[src/rtl/mdfm_pkg.sv]
`default_nettype none
// ---------------------------------------------------------------------------
// mdfm_pkg
// shared types, constants and helper functions of the motor drive fault
// monitor
// ---------------------------------------------------------------------------
package mdfm_pkg;

	localparam int IN_DATA_W  = 128;
	localparam int OUT_DATA_W = 40;
	localparam int CFG_IDX_W  = 3;
	localparam int CFG_DATA_W = 23;

	localparam int SCALE_W = 17;
	localparam int RAMP_W  = 25;

	localparam logic [SCALE_W-1:0] SCALE_ONE = 17'd65536;
	localparam logic signed [RAMP_W-1:0] RAMP_SPAN = 25'sd640;
	// ceil(2^21 / 5), exact for numerators below 2^19
	localparam logic [28:0] RAMP_RECIP = 29'd419431;

	localparam logic [14:0] CURRENT_LIMIT_RST       = 15'd2560;
	localparam logic [14:0] SHORT_CURRENT_LIMIT_RST = 15'd3840;
	localparam logic [14:0] BUS_VOLTAGE_HIGH_RST    = 15'd4800;
	localparam logic [14:0] BUS_VOLTAGE_LOW_RST     = 15'd1152;
	localparam logic [15:0] DRIVE_TEMP_LIMIT_RST    = 16'd4480;
	localparam logic [15:0] MOTOR_TEMP_LIMIT_RST    = 16'd4480;
	localparam logic [22:0] VELOCITY_LIMIT_RST      = 23'd0;

	localparam logic [1:0] EN_SOFT = 2'b00;
	localparam logic [1:0] EN_HARD = 2'b11;

	typedef enum logic [2:0] {
		FAULT_NONE        = 3'd0,
		FAULT_SHORT       = 3'd1,
		FAULT_UNDERVOLT   = 3'd2,
		FAULT_OVERTEMP    = 3'd3,
		FAULT_OVERCURRENT = 3'd4,
		FAULT_OVERVOLT    = 3'd5
	} fault_t;

	typedef enum logic [CFG_IDX_W-1:0] {
		REG_CURRENT_LIMIT       = 3'd0,
		REG_SHORT_CURRENT_LIMIT = 3'd1,
		REG_BUS_VOLTAGE_HIGH    = 3'd2,
		REG_BUS_VOLTAGE_LOW     = 3'd3,
		REG_DRIVE_TEMP_LIMIT    = 3'd4,
		REG_MOTOR_TEMP_LIMIT    = 3'd5,
		REG_VELOCITY_LIMIT      = 3'd6
	} reg_idx_t;

	function automatic logic [16:0] abs16(input logic [15:0] x);
		logic signed [16:0] e;
		e = {x[15], x};
		return e[16] ? 17'(-e) : 17'(e);
	endfunction

	function automatic logic [23:0] abs24(input logic [23:0] x);
		logic signed [24:0] e;
		e = {x[23], x};
		return e[24] ? 24'(-e) : 24'(e);
	endfunction

	// clamped ramp over 640 units: 0 at or past the limit, 1.0 at 640 or more units below
	function automatic logic [SCALE_W-1:0] ramp(input logic signed [RAMP_W-1:0] r);
		logic [28:0] prod;
		prod = 29'(r[9:0]) * RAMP_RECIP;
		if (r <= 0) begin
			return '0;
		end else if (r >= RAMP_SPAN) begin
			return SCALE_ONE;
		end else begin
			return prod[28:12];
		end
	endfunction

endpackage
`default_nettype wire

[src/rtl/motor_drive_fault_monitor.sv]
`default_nettype none
// ---------------------------------------------------------------------------
// motor_drive_fault_monitor
// Per-tick fault checks on bus voltage, phase currents and drive temperature
// with a latched fault code, plus a derated current limit.
//
// Items come in on the s_axis channel (one sample set per item) and each one
// gives exactly one result item on m_axis. Limits are written through the cfg
// channel, which is always ready; write it only while no item is in flight.
// m_axis_tvalid follows an accepted input item through three register stages:
// an input register, a stage for the fault checks and the three ramps, and
// the output stage holding the minimum ramp and its product with the current
// limit.
// Throughput is one item per cycle while m_axis_tready stays high; the ramp
// multipliers and the derating multiplier each sit in their own stage.
// When m_axis_tready is low the output register holds its item and the
// earlier stages keep filling, so s_axis_tready drops only once all three
// stages are full. Reset empties the pipeline, clears the latched fault and
// loads the default limits.
// ---------------------------------------------------------------------------
module motor_drive_fault_monitor (
	input  wire logic                              clk,
	input  wire logic                              arst_n,
	input  wire logic                              s_axis_tvalid,
	output logic                                   s_axis_tready,
	// enable_in, bus_voltage, current_u, current_v, current_w, drive_temp,
	// motor_temp, velocity, zero pad
	input  wire logic [mdfm_pkg::IN_DATA_W-1:0]    s_axis_tdata,
	output logic                                   m_axis_tvalid,
	input  wire logic                              m_axis_tready,
	// enable_out, fault_code, derate_scale, derated_current_limit, zero pad
	output logic [mdfm_pkg::OUT_DATA_W-1:0]        m_axis_tdata,
	input  wire logic                              cfg_valid,
	output logic                                   cfg_ready,
	input  wire logic [mdfm_pkg::CFG_IDX_W-1:0]    cfg_index,
	input  wire logic [mdfm_pkg::CFG_DATA_W-1:0]   cfg_data
);
	import mdfm_pkg::*;

	logic [14:0] current_limit_q;
	logic [14:0] short_current_limit_q;
	logic [14:0] bus_voltage_high_q;
	logic [14:0] bus_voltage_low_q;
	logic [15:0] drive_temp_limit_q;
	logic [15:0] motor_temp_limit_q;
	logic [22:0] velocity_limit_q;
	fault_t      fault_q;

	logic        valid_s1, valid_s2, valid_s3;
	logic        adv1, adv2, adv3;

	logic        enable_s1;
	logic [15:0] bus_voltage_s1;
	logic [15:0] current_u_s1, current_v_s1, current_w_s1;
	logic [15:0] drive_temp_s1, motor_temp_s1;
	logic [23:0] velocity_s1;

	logic [1:0]         en_out_s2;
	fault_t             fault_s2;
	logic [SCALE_W-1:0] ramp_dt_s2, ramp_mt_s2, ramp_vel_s2;

	logic [1:0]         en_out_s3;
	fault_t             fault_s3;
	logic [SCALE_W-1:0] scale_s3;
	logic [14:0]        derated_s3;

	logic [16:0]        abs_u, abs_v, abs_w, cur_max;
	logic [20:0]        cur_max_x10;
	logic [18:0]        limit_x11;
	logic [23:0]        vel_abs;
	logic [1:0]         en_out_nxt;
	fault_t             fault_nxt;
	logic signed [RAMP_W-1:0] r_dt, r_mt, r_vel;
	logic [SCALE_W-1:0] scale_min;
	logic [31:0]        derate_prod;

	// handshakes
	assign adv3          = !valid_s3 || m_axis_tready;
	assign adv2          = !valid_s2 || adv3;
	assign adv1          = !valid_s1 || adv2;
	assign s_axis_tready = adv1;
	assign cfg_ready     = 1'b1;

	// configuration registers
	always_ff @(posedge clk or negedge arst_n) begin
		if (!arst_n) begin
			current_limit_q       <= CURRENT_LIMIT_RST;
			short_current_limit_q <= SHORT_CURRENT_LIMIT_RST;
			bus_voltage_high_q    <= BUS_VOLTAGE_HIGH_RST;
			bus_voltage_low_q     <= BUS_VOLTAGE_LOW_RST;
			drive_temp_limit_q    <= DRIVE_TEMP_LIMIT_RST;
			motor_temp_limit_q    <= MOTOR_TEMP_LIMIT_RST;
			velocity_limit_q      <= VELOCITY_LIMIT_RST;
		end else if (cfg_valid && cfg_ready) begin
			case (reg_idx_t'(cfg_index))
				REG_CURRENT_LIMIT:       current_limit_q       <= cfg_data[14:0];
				REG_SHORT_CURRENT_LIMIT: short_current_limit_q <= cfg_data[14:0];
				REG_BUS_VOLTAGE_HIGH:    bus_voltage_high_q    <= cfg_data[14:0];
				REG_BUS_VOLTAGE_LOW:     bus_voltage_low_q     <= cfg_data[14:0];
				REG_DRIVE_TEMP_LIMIT:    drive_temp_limit_q    <= cfg_data[15:0];
				REG_MOTOR_TEMP_LIMIT:    motor_temp_limit_q    <= cfg_data[15:0];
				REG_VELOCITY_LIMIT:      velocity_limit_q      <= cfg_data[22:0];
				default: ;
			endcase
		end
	end

	// pipeline control and latched fault
	always_ff @(posedge clk or negedge arst_n) begin
		if (!arst_n) begin
			valid_s1 <= 1'b0;
			valid_s2 <= 1'b0;
			valid_s3 <= 1'b0;
			fault_q  <= FAULT_NONE;
		end else begin
			if (adv1) begin
				valid_s1 <= s_axis_tvalid;
			end
			if (adv2) begin
				valid_s2 <= valid_s1;
			end
			if (adv3) begin
				valid_s3 <= valid_s2;
			end
			if (valid_s1 && adv2) begin
				fault_q <= fault_nxt;
			end
		end
	end

	// stage 1: input register
	always_ff @(posedge clk) begin
		if (adv1 && s_axis_tvalid) begin
			enable_s1      <= s_axis_tdata[0];
			bus_voltage_s1 <= s_axis_tdata[16:1];
			current_u_s1   <= s_axis_tdata[32:17];
			current_v_s1   <= s_axis_tdata[48:33];
			current_w_s1   <= s_axis_tdata[64:49];
			drive_temp_s1  <= s_axis_tdata[80:65];
			motor_temp_s1  <= s_axis_tdata[96:81];
			velocity_s1    <= s_axis_tdata[120:97];
		end
	end

	// fault checks, later checks override earlier ones
	always_comb begin
		abs_u   = abs16(current_u_s1);
		abs_v   = abs16(current_v_s1);
		abs_w   = abs16(current_w_s1);
		cur_max = abs_u;
		if (abs_v > cur_max) begin
			cur_max = abs_v;
		end
		if (abs_w > cur_max) begin
			cur_max = abs_w;
		end
		cur_max_x10 = (21'(cur_max) << 3) + (21'(cur_max) << 1);
		limit_x11   = (19'(current_limit_q) << 3) + (19'(current_limit_q) << 1)
			+ 19'(current_limit_q);

		fault_nxt  = enable_s1 ? fault_q : FAULT_NONE;
		en_out_nxt = {1'b0, enable_s1};
		if (cur_max > {2'b00, short_current_limit_q}) begin
			fault_nxt  = FAULT_SHORT;
			en_out_nxt = EN_SOFT;
		end
		if ($signed({bus_voltage_s1[15], bus_voltage_s1})
				< $signed({2'b00, bus_voltage_low_q})) begin
			fault_nxt  = FAULT_UNDERVOLT;
			en_out_nxt = EN_SOFT;
		end
		if ($signed(drive_temp_s1) > $signed(drive_temp_limit_q)) begin
			fault_nxt  = FAULT_OVERTEMP;
			en_out_nxt = EN_SOFT;
		end
		if (cur_max_x10 > 21'(limit_x11)) begin
			fault_nxt  = FAULT_OVERCURRENT;
			en_out_nxt = EN_HARD;
		end
		if ($signed({bus_voltage_s1[15], bus_voltage_s1})
				> $signed({2'b00, bus_voltage_high_q})) begin
			fault_nxt  = FAULT_OVERVOLT;
			en_out_nxt = EN_HARD;
		end
	end

	// ramp distances to each limit
	always_comb begin
		vel_abs = abs24(velocity_s1);
		r_dt    = $signed({{9{drive_temp_limit_q[15]}}, drive_temp_limit_q})
			- $signed({{9{drive_temp_s1[15]}}, drive_temp_s1});
		r_mt    = $signed({{9{motor_temp_limit_q[15]}}, motor_temp_limit_q})
			- $signed({{9{motor_temp_s1[15]}}, motor_temp_s1});
		r_vel   = $signed({2'b00, velocity_limit_q}) - $signed({1'b0, vel_abs});
	end

	// stage 2: fault result and ramps
	always_ff @(posedge clk) begin
		if (adv2 && valid_s1) begin
			en_out_s2   <= en_out_nxt;
			fault_s2    <= fault_nxt;
			ramp_dt_s2  <= ramp(r_dt);
			ramp_mt_s2  <= ramp(r_mt);
			ramp_vel_s2 <= ramp(r_vel);
		end
	end

	// minimum ramp and derated limit
	always_comb begin
		scale_min = ramp_dt_s2;
		if (ramp_mt_s2 < scale_min) begin
			scale_min = ramp_mt_s2;
		end
		if (ramp_vel_s2 < scale_min) begin
			scale_min = ramp_vel_s2;
		end
		derate_prod = 32'(current_limit_q) * 32'(scale_min);
	end

	// stage 3: output register
	always_ff @(posedge clk) begin
		if (adv3 && valid_s2) begin
			en_out_s3  <= en_out_s2;
			fault_s3   <= fault_s2;
			scale_s3   <= scale_min;
			derated_s3 <= derate_prod[30:16];
		end
	end

	assign m_axis_tvalid = valid_s3;
	assign m_axis_tdata  = {3'b000, derated_s3, scale_s3, fault_s3, en_out_s3};

	// a hard disable only comes from overcurrent or overvoltage
	a_hard_fault_code: assert property (@(posedge clk) disable iff (!arst_n)
		(valid_s3 && en_out_s3 == EN_HARD)
		|-> (fault_s3 == FAULT_OVERCURRENT || fault_s3 == FAULT_OVERVOLT))
		else $error("hard disable without hard fault code");

	a_derate_range: assert property (@(posedge clk) disable iff (!arst_n)
		valid_s3 |-> (scale_s3 <= SCALE_ONE && derated_s3 <= current_limit_q))
		else $error("derating out of range");

	a_fault_hold: assert property (@(posedge clk) disable iff (!arst_n)
		!(valid_s1 && adv2) |=> $stable(fault_q))
		else $error("latched fault changed without an item");

	a_fault_follow: assert property (@(posedge clk) disable iff (!arst_n)
		(valid_s1 && adv2) |=> (fault_q == fault_s2))
		else $error("latched fault differs from stage result");

endmodule
`default_nettype wire
[config.mk]
export PLATFORM = sky130hd
export DESIGN_NAME = motor_drive_fault_monitor
export DESIGN_NICKNAME = d
export VERILOG_FILES = /design/src/rtl/mdfm_pkg.sv /design/src/rtl/motor_drive_fault_monitor.sv
export SDC_FILE = /design/constraint.sdc
export NUM_CORES = 2
export LEC_CHECK = 0
export ABC_AREA = 0
export ABC_CLOCK_PERIOD_IN_PS = 25200
export BUFFER_PORTS_ARGS = -buffer_cell sky130_fd_sc_hd__clkbuf_2
export CAP_MARGIN = 15
export CORE_MARGIN = 2
export CORE_UTILIZATION = 66
export DETAILED_ROUTE_END_ITERATION = 8
export PLACE_DENSITY = 0.85
export SETUP_SLACK_MARGIN = 0.15
export SLEW_MARGIN = 30
export SYNTH_ARGS = -nofsm -noshare
export SYNTH_HDL_FRONTEND = slang
export SYNTH_SLANG_ARGS = --single-unit
[constraint.sdc]
create_clock -name clk -period 25.2 [get_ports clk]
set_clock_uncertainty 0.1 [all_clocks]
set_input_delay 1.26 -clock clk [delete_from_list [all_inputs] [get_ports clk]]
set_output_delay 1.26 -clock clk [all_outputs]
set_load 0.05 [all_outputs]
Word level (Yosys, flattened, before mapping) --
Index checks and enable logic that the tools add are counted.
Cells by class: add/subtract/negate cells 10, multiply operators 4, magnitude comparators 15, equality and inequality tests 6, multiplexer cells 20, reductions and logical operators 21
Operator list (number):
- $mux W17 | 10
- $mul A10 B19 Y29 const B | 3
- $neg A16 Y17 | 3
- $ge A17 B11 Y1 const B | 2
- $gt A17 B17 Y1 | 2
- $le A17 B1 Y1 const B | 2
- $lt A17 B17 Y1 | 2
- $sub A16 B16 Y17 | 2
- $gt A16 B16 Y1 | 2
- $mul A15 B17 Y31 | 1
- $ge A25 B11 Y1 const B | 1
- $le A25 B1 Y1 const B | 1
- $sub A23 B24 Y25 | 1
- $mux W24 | 1
- $neg A24 Y24 | 1
- $add A20 B18 Y21 | 1
- $gt A21 B19 Y1 | 1
- $add A18 B16 Y19 | 1
- $add A19 B15 Y19 | 1
- $mux W3 | 6
- $gt A17 B15 Y1 | 1
- $lt A16 B16 Y1 | 1
- $reduce_and A2 Y1 | 7
- $eq A3 B3 Y1 const B | 3
- 9 further kinds | 20
Word-level totals: register bits 335

Depth between registers and ports, before layout --
word-level depth 12, gate-level depth with buffers 47, mapped depth without buffers 44

Worst setup path after synthesis --
Ideal clock, no wire load.
path kind flip-flop to flip-flop, start register ramp_mt_s2[11], end register derated_s3[10], data pin, library setup time 0.265 ns, arrival time 9.635 ns, slack 15.200 ns, cell stages (with the launch flop) 39, buffers on the path 4, clock period less this slack 10.000 ns, path through edfxtp_1 ha_1 a21oi_1 a21oi_1 a211oi_1 o21ai_0 a21oi_1 clkbuf_1 nor2_1 a21oi_1 ha_1 a211oi_1 o211ai_1 a31oi_1 o311ai_0 nand2b_1 o22ai_1 buf_1 (+3 left out) nand2_1 fa_1 inv_1 fa_1 fa_1 fa_1 fa_1 inv_1 fa_1 inv_1 ha_1 a21o_1 a21o_1 a21oi_1 o21ai_0 a21oi_1 o21ai_0 xor2_1
Between the ends: longest elaborated chain between the ends 5
Ends and longest elaborated chain:
- start, declared | RTL line motor_drive_fault_monitor.sv:60 | logic [SCALE_W-1:0] ramp_dt_s2, ramp_mt_s2, ramp_vel_s2;
- start signal, assigned | RTL line motor_drive_fault_monitor.sv:203 | ramp_mt_s2 <= ramp(r_mt);
- $lt A17 B17 Y1 | RTL line motor_drive_fault_monitor.sv:211 | if (ramp_mt_s2 < scale_min) begin
- $mux W17 * | RTL line motor_drive_fault_monitor.sv:211
- $lt A17 B17 Y1 | RTL line motor_drive_fault_monitor.sv:214 | if (ramp_vel_s2 < scale_min) begin
- $mux W17 * | RTL line motor_drive_fault_monitor.sv:214
- named net scale_min[6] | RTL line motor_drive_fault_monitor.sv:74 | logic [SCALE_W-1:0] scale_min;
- $mul A15 B17 Y31 * | RTL line motor_drive_fault_monitor.sv:217 | derate_prod = 32'(current_limit_q) * 32'(scale_min);
- named net derate_prod[26] | RTL line motor_drive_fault_monitor.sv:75 | logic [31:0] derate_prod;
- end signal, assigned | RTL line motor_drive_fault_monitor.sv:226 | derated_s3 <= derate_prod[30:16];
- end, declared | RTL line motor_drive_fault_monitor.sv:65 | logic [14:0] derated_s3;
The timed path passes the listed nets; every way through them passes the cells marked *. A chain may end at the register's enable or synchronous reset.

Final worst setup path --
start register current_v_s1[4], end register fault_q[1]
Between the ends: longest elaborated chain between the ends 12
Ends and longest elaborated chain:
- start, declared | RTL line motor_drive_fault_monitor.sv:54 | logic [15:0] current_u_s1, current_v_s1, current_w_s1;
- start signal, assigned | RTL line motor_drive_fault_monitor.sv:137 | current_v_s1 <= s_axis_tdata[48:33];
- $neg A16 Y17 | RTL line mdfm_pkg.sv:55 | return e[16] ? 17'(-e) : 17'(e);
- $mux W17 * | RTL line mdfm_pkg.sv:55
- $gt A17 B17 Y1 | RTL line motor_drive_fault_monitor.sv:151 | if (abs_v > cur_max) begin
- $mux W17 * | RTL line motor_drive_fault_monitor.sv:151
- $gt A17 B17 Y1 | RTL line motor_drive_fault_monitor.sv:154 | if (abs_w > cur_max) begin
- $mux W17 * | RTL line motor_drive_fault_monitor.sv:154
- parallel branches: the longest is 4 deep, another holds $add A20 B18 Y21
- $mux W3 * | RTL line motor_drive_fault_monitor.sv:176 | if (cur_max_x10 > 21'(limit_x11)) begin
- $mux W3 * | RTL line motor_drive_fault_monitor.sv:180 | if ($signed({bus_voltage_s1[15], bus_voltage_s1})
- end signal, assigned | RTL line motor_drive_fault_monitor.sv:126 | fault_q <= fault_nxt;
- end, declared | RTL line motor_drive_fault_monitor.sv:47 | fault_t fault_q;
Every way passes the cells marked *.

==> results.yml <==
routing:
  top_layer: "met4"
  wire_per_inst_um: 18.8
  drc_errors: 0
  drtAntennaViolNets: 0
  met2_length_mm: 41.6
  met3_length_mm: 5.79
  wl_met1_mm: 33.1
  vias: 26931
  dr.pass1.iters: 6
  wirelength_mm: 84.3
  drt_iter0_drc: 1923
  vias_per_cell: 6.00
clock_network:
  worst_skew_pair.late_latency_ns: 0.60
  postCtsResizedCells: 0
  postCtsHoldBufs: 0
  cts_buffer_depth: 3
  clk_pin_slew_ns: 0.06
  cts_num_sinks: 335
  tritoncts: "built"
  cts_setup_buffers: 0
  cts-buffers-inserted: 38
  htree_num_levels: 2
  clockRootBuffer: "clkbuf_16"
setup_path:
  critPathTopFamily: "compound AO/OA/AOI/OAI gates"
  crit_buf_inv: 2
  critPathKind: "reg -> reg"
  cp_slowest_cell: "o211ai_1"
  reg2reg_from: "current_v_s1[4]$_DFFE_PP_"
  reg2regPathDepth: 41
  required_ns: 25.59
  path_common_cell: "o21ai_0"
  crit_start: "current_v_s1[4]$_DFFE_PP_"
  r2r_setup_slack_ns: 13.66
  slowest_delay_ns: 0.73
  setup.worst_path.end: "fault_q[1]$_DFFE_PN0P_"
  timing.rr.end: "fault_q[1]$_DFFE_PN0P_"
  startpoint_type: "flop"
  cp-end-kind: "flop"
  cp_max_fo: 19
  arrival_ns: 11.93
  cp.depth: 41
logic_synthesis:
  ys_types: 80
  netlist_instances: 3586
  netlist_area_mm2: 0.0361
  yosys-top-cells-area: "ha_1 18%, edfxtp_1 18%, fa_1 18%"
  ys_ff_latch: 335
  synth_edf_count: 214
  ys_top_cells_by_count: "536 x inv_1, 533 x ha_1, 319 x fa_1"
  yosys.area.top_type_share_pct: 18.5
  synth_most_common_cell: "inv_1"
  synth-main-ff-cell: "edfxtp_1"
  ys_seq_area_share_pct: 26.3
  ys_warn_count: 0
  syn_area_per_cell_um2: 10.1
  yosys.area.top_type: "ha_1"
  async_flop_share_pct: 36.1
timing:
  finalCriticalPeriod_ns: 11.54
  finalSetupTns_ns: 0
  max_freq_mhz: 86.7
  setup_viol: 0
  tightestPinTransition_ns: 1.01
  finalCritPeriodShare_pct: 45.8
  relSlewSlack_pct: 32.2
  drv_slew: 0
  hold_violations: 0
  whs_ns: 0.330
  rsz0062_at_grt: "no"
grt:
  grt_max_degree: 74
  antenna_found_initial: 0
  track_usage_pct: 30.2
  grt_pass1_vias: 27587
  overflow: 0
  grt_pass1_wl_mm: 136
floorplanning:
  row_count: 85
  dieArea_mm2: 0.0566
  die_h_um: 238
  initial_core_util_pct: 66.9
  io_pins: 202
  coreArea_mm2: 0.0539
  die_x_um: 238
layout:
  insertedDiodeCount: 0
  final_layout_size_suffix_gt1_share_pct: 11.9
  nets: 4777
  design_area_mm2: 0.0392
  fin_cells: 4491
  areaGrowthSynthToFinish_pct: 8.67
place:
  gp_congestion: 0.932
  place_area_mm2: 0.0379
  dp_hpwl_mm: 65.2
  post-place-cells: 4422
  portBuffers: 190
outcome:
  status: "finished clean"
hold_path:
  hold_class: "reg -> reg"
  hold_path_depth: 0
flow_run:
  max_cap_viol_count: 0
## registers in the layout, indices dropped and copies added, names as in the netlist, 15 cells and up
register,count
scale_s3,17
current_u_s1,16
motor_temp_s1,16
bus_voltage_high_q,15
bus_voltage_s1,16
bus_voltage_low_q,15
current_limit_q,15
ramp_mt_s2,17
motor_temp_limit_q,16
velocity_s1,24
ramp_vel_s2,17
ramp_dt_s2,17
derated_s3,15
current_w_s1,16
drive_temp_limit_q,16
current_v_s1,16
drive_temp_s1,16
short_current_limit_q,15
velocity_limit_q,23
## final cells by class
| class | instances | area [um^2] |
|---|---|---|
| clock buffers | 46 | 1020 |
| clock inverters | 23 | 262 |
| fillers | 3641 | 14700 |
| inverters | 536 | 2010 |
| multi-input cells | 2638 | 24400 |
| flip-flops and latches | 335 | 9480 |
| well taps | 696 | 871 |
| repair buffers | 217 | 1160 |
## logic make-up (layout without fill, tap and decap cells)
kind of cell             count (synthesis)  count (layout)  share of synthesized area [%]
XOR/XNOR                               188             188                           4.56
flip-flops                             335             335                           26.3
AND/OR/NAND/NOR                        868             868                           12.2
adder cells (fa/ha/maj)                852             852                           36.2
buffers and inverters                  620             822                           6.52
other                                    2               9                         0.0208
multiplexers                           118             118                           3.59
AO/OA/AOI/OAI                          603             603                           10.7
## layout by cell type (no fill, tap or decap), drive strengths merged, types with 8 or more instances in the layout
| cell | Yosys | layout |
|---|---|---|
| a2111oi | 8 | 8 |
| a211oi | 21 | 21 |
| a21o | 78 | 78 |
| a21oi | 148 | 148 |
| a31oi | 23 | 23 |
| and2 | 178 | 178 |
| and3 | 19 | 19 |
| buf | 11 | 28 |
| clkbuf | 73 | 235 |
| clkinv | 0 | 16 |
| conb | 2 | 9 |
| dfrtp | 103 | 103 |
| dfstp | 18 | 18 |
| edfxtp | 214 | 214 |
| fa | 319 | 319 |
| ha | 533 | 533 |
| inv | 536 | 538 |
| mux2 | 91 | 91 |
| mux2i | 27 | 27 |
| nand2 | 277 | 277 |
| nand2b | 37 | 37 |
| nand3 | 46 | 46 |
| nand4 | 28 | 28 |
| nor2 | 144 | 144 |
| nor2b | 28 | 28 |
| nor3 | 41 | 41 |
| o2111ai | 10 | 10 |
| o211ai | 9 | 9 |
| o21a | 34 | 34 |
| o21ai | 158 | 158 |
| o21bai | 14 | 14 |
| o22ai | 8 | 8 |
| o31ai | 25 | 25 |
| o41ai | 10 | 10 |
| or2 | 10 | 10 |
| or3 | 19 | 19 |
| xnor2 | 108 | 108 |
| xor2 | 80 | 80 |
## worst min path at each step
stage | startpoint | end
2_1_floorplan | en_out_s2[0]$_SDFFCE_PP1P_ | en_out_s3[0]$_DFFE_PP_
3_3_place_gp | en_out_s2[1]$_SDFFCE_PP1P_ | en_out_s3[1]$_DFFE_PP_
3_5_place_dp | fault_s2[2]$_DFFE_PP_ | fault_s3[2]$_DFFE_PP_
4_1_cts | fault_s2[2]$_DFFE_PP_ | fault_s3[2]$_DFFE_PP_
5_1_grt | en_out_s2[0]$_SDFFCE_PP1P_ | en_out_s3[0]$_DFFE_PP_
6_report | en_out_s2[0]$_SDFFCE_PP1P_ | en_out_s3[0]$_DFFE_PP_
## routing by layer
metal	global-route usage, %	vias up
met5	0	-
met4	13.1	0
met3	4.55	240
met2	52.5	991
met1	37.7	13190
li1	-	12510
## per-stage QoR
stage,setup WS [ns],utilization (%)
2_1_floorplan,15.20,-
3_3_place_gp,13.81,70.3
3_5_place_dp,13.86,70.3
4_1_cts,13.83,72.7
5_1_grt,12.75,72.7
6_report,13.66,72.7
Power is not shown: default switching activity piles up to over one toggle a cycle in this logic, so the estimate is an artifact.
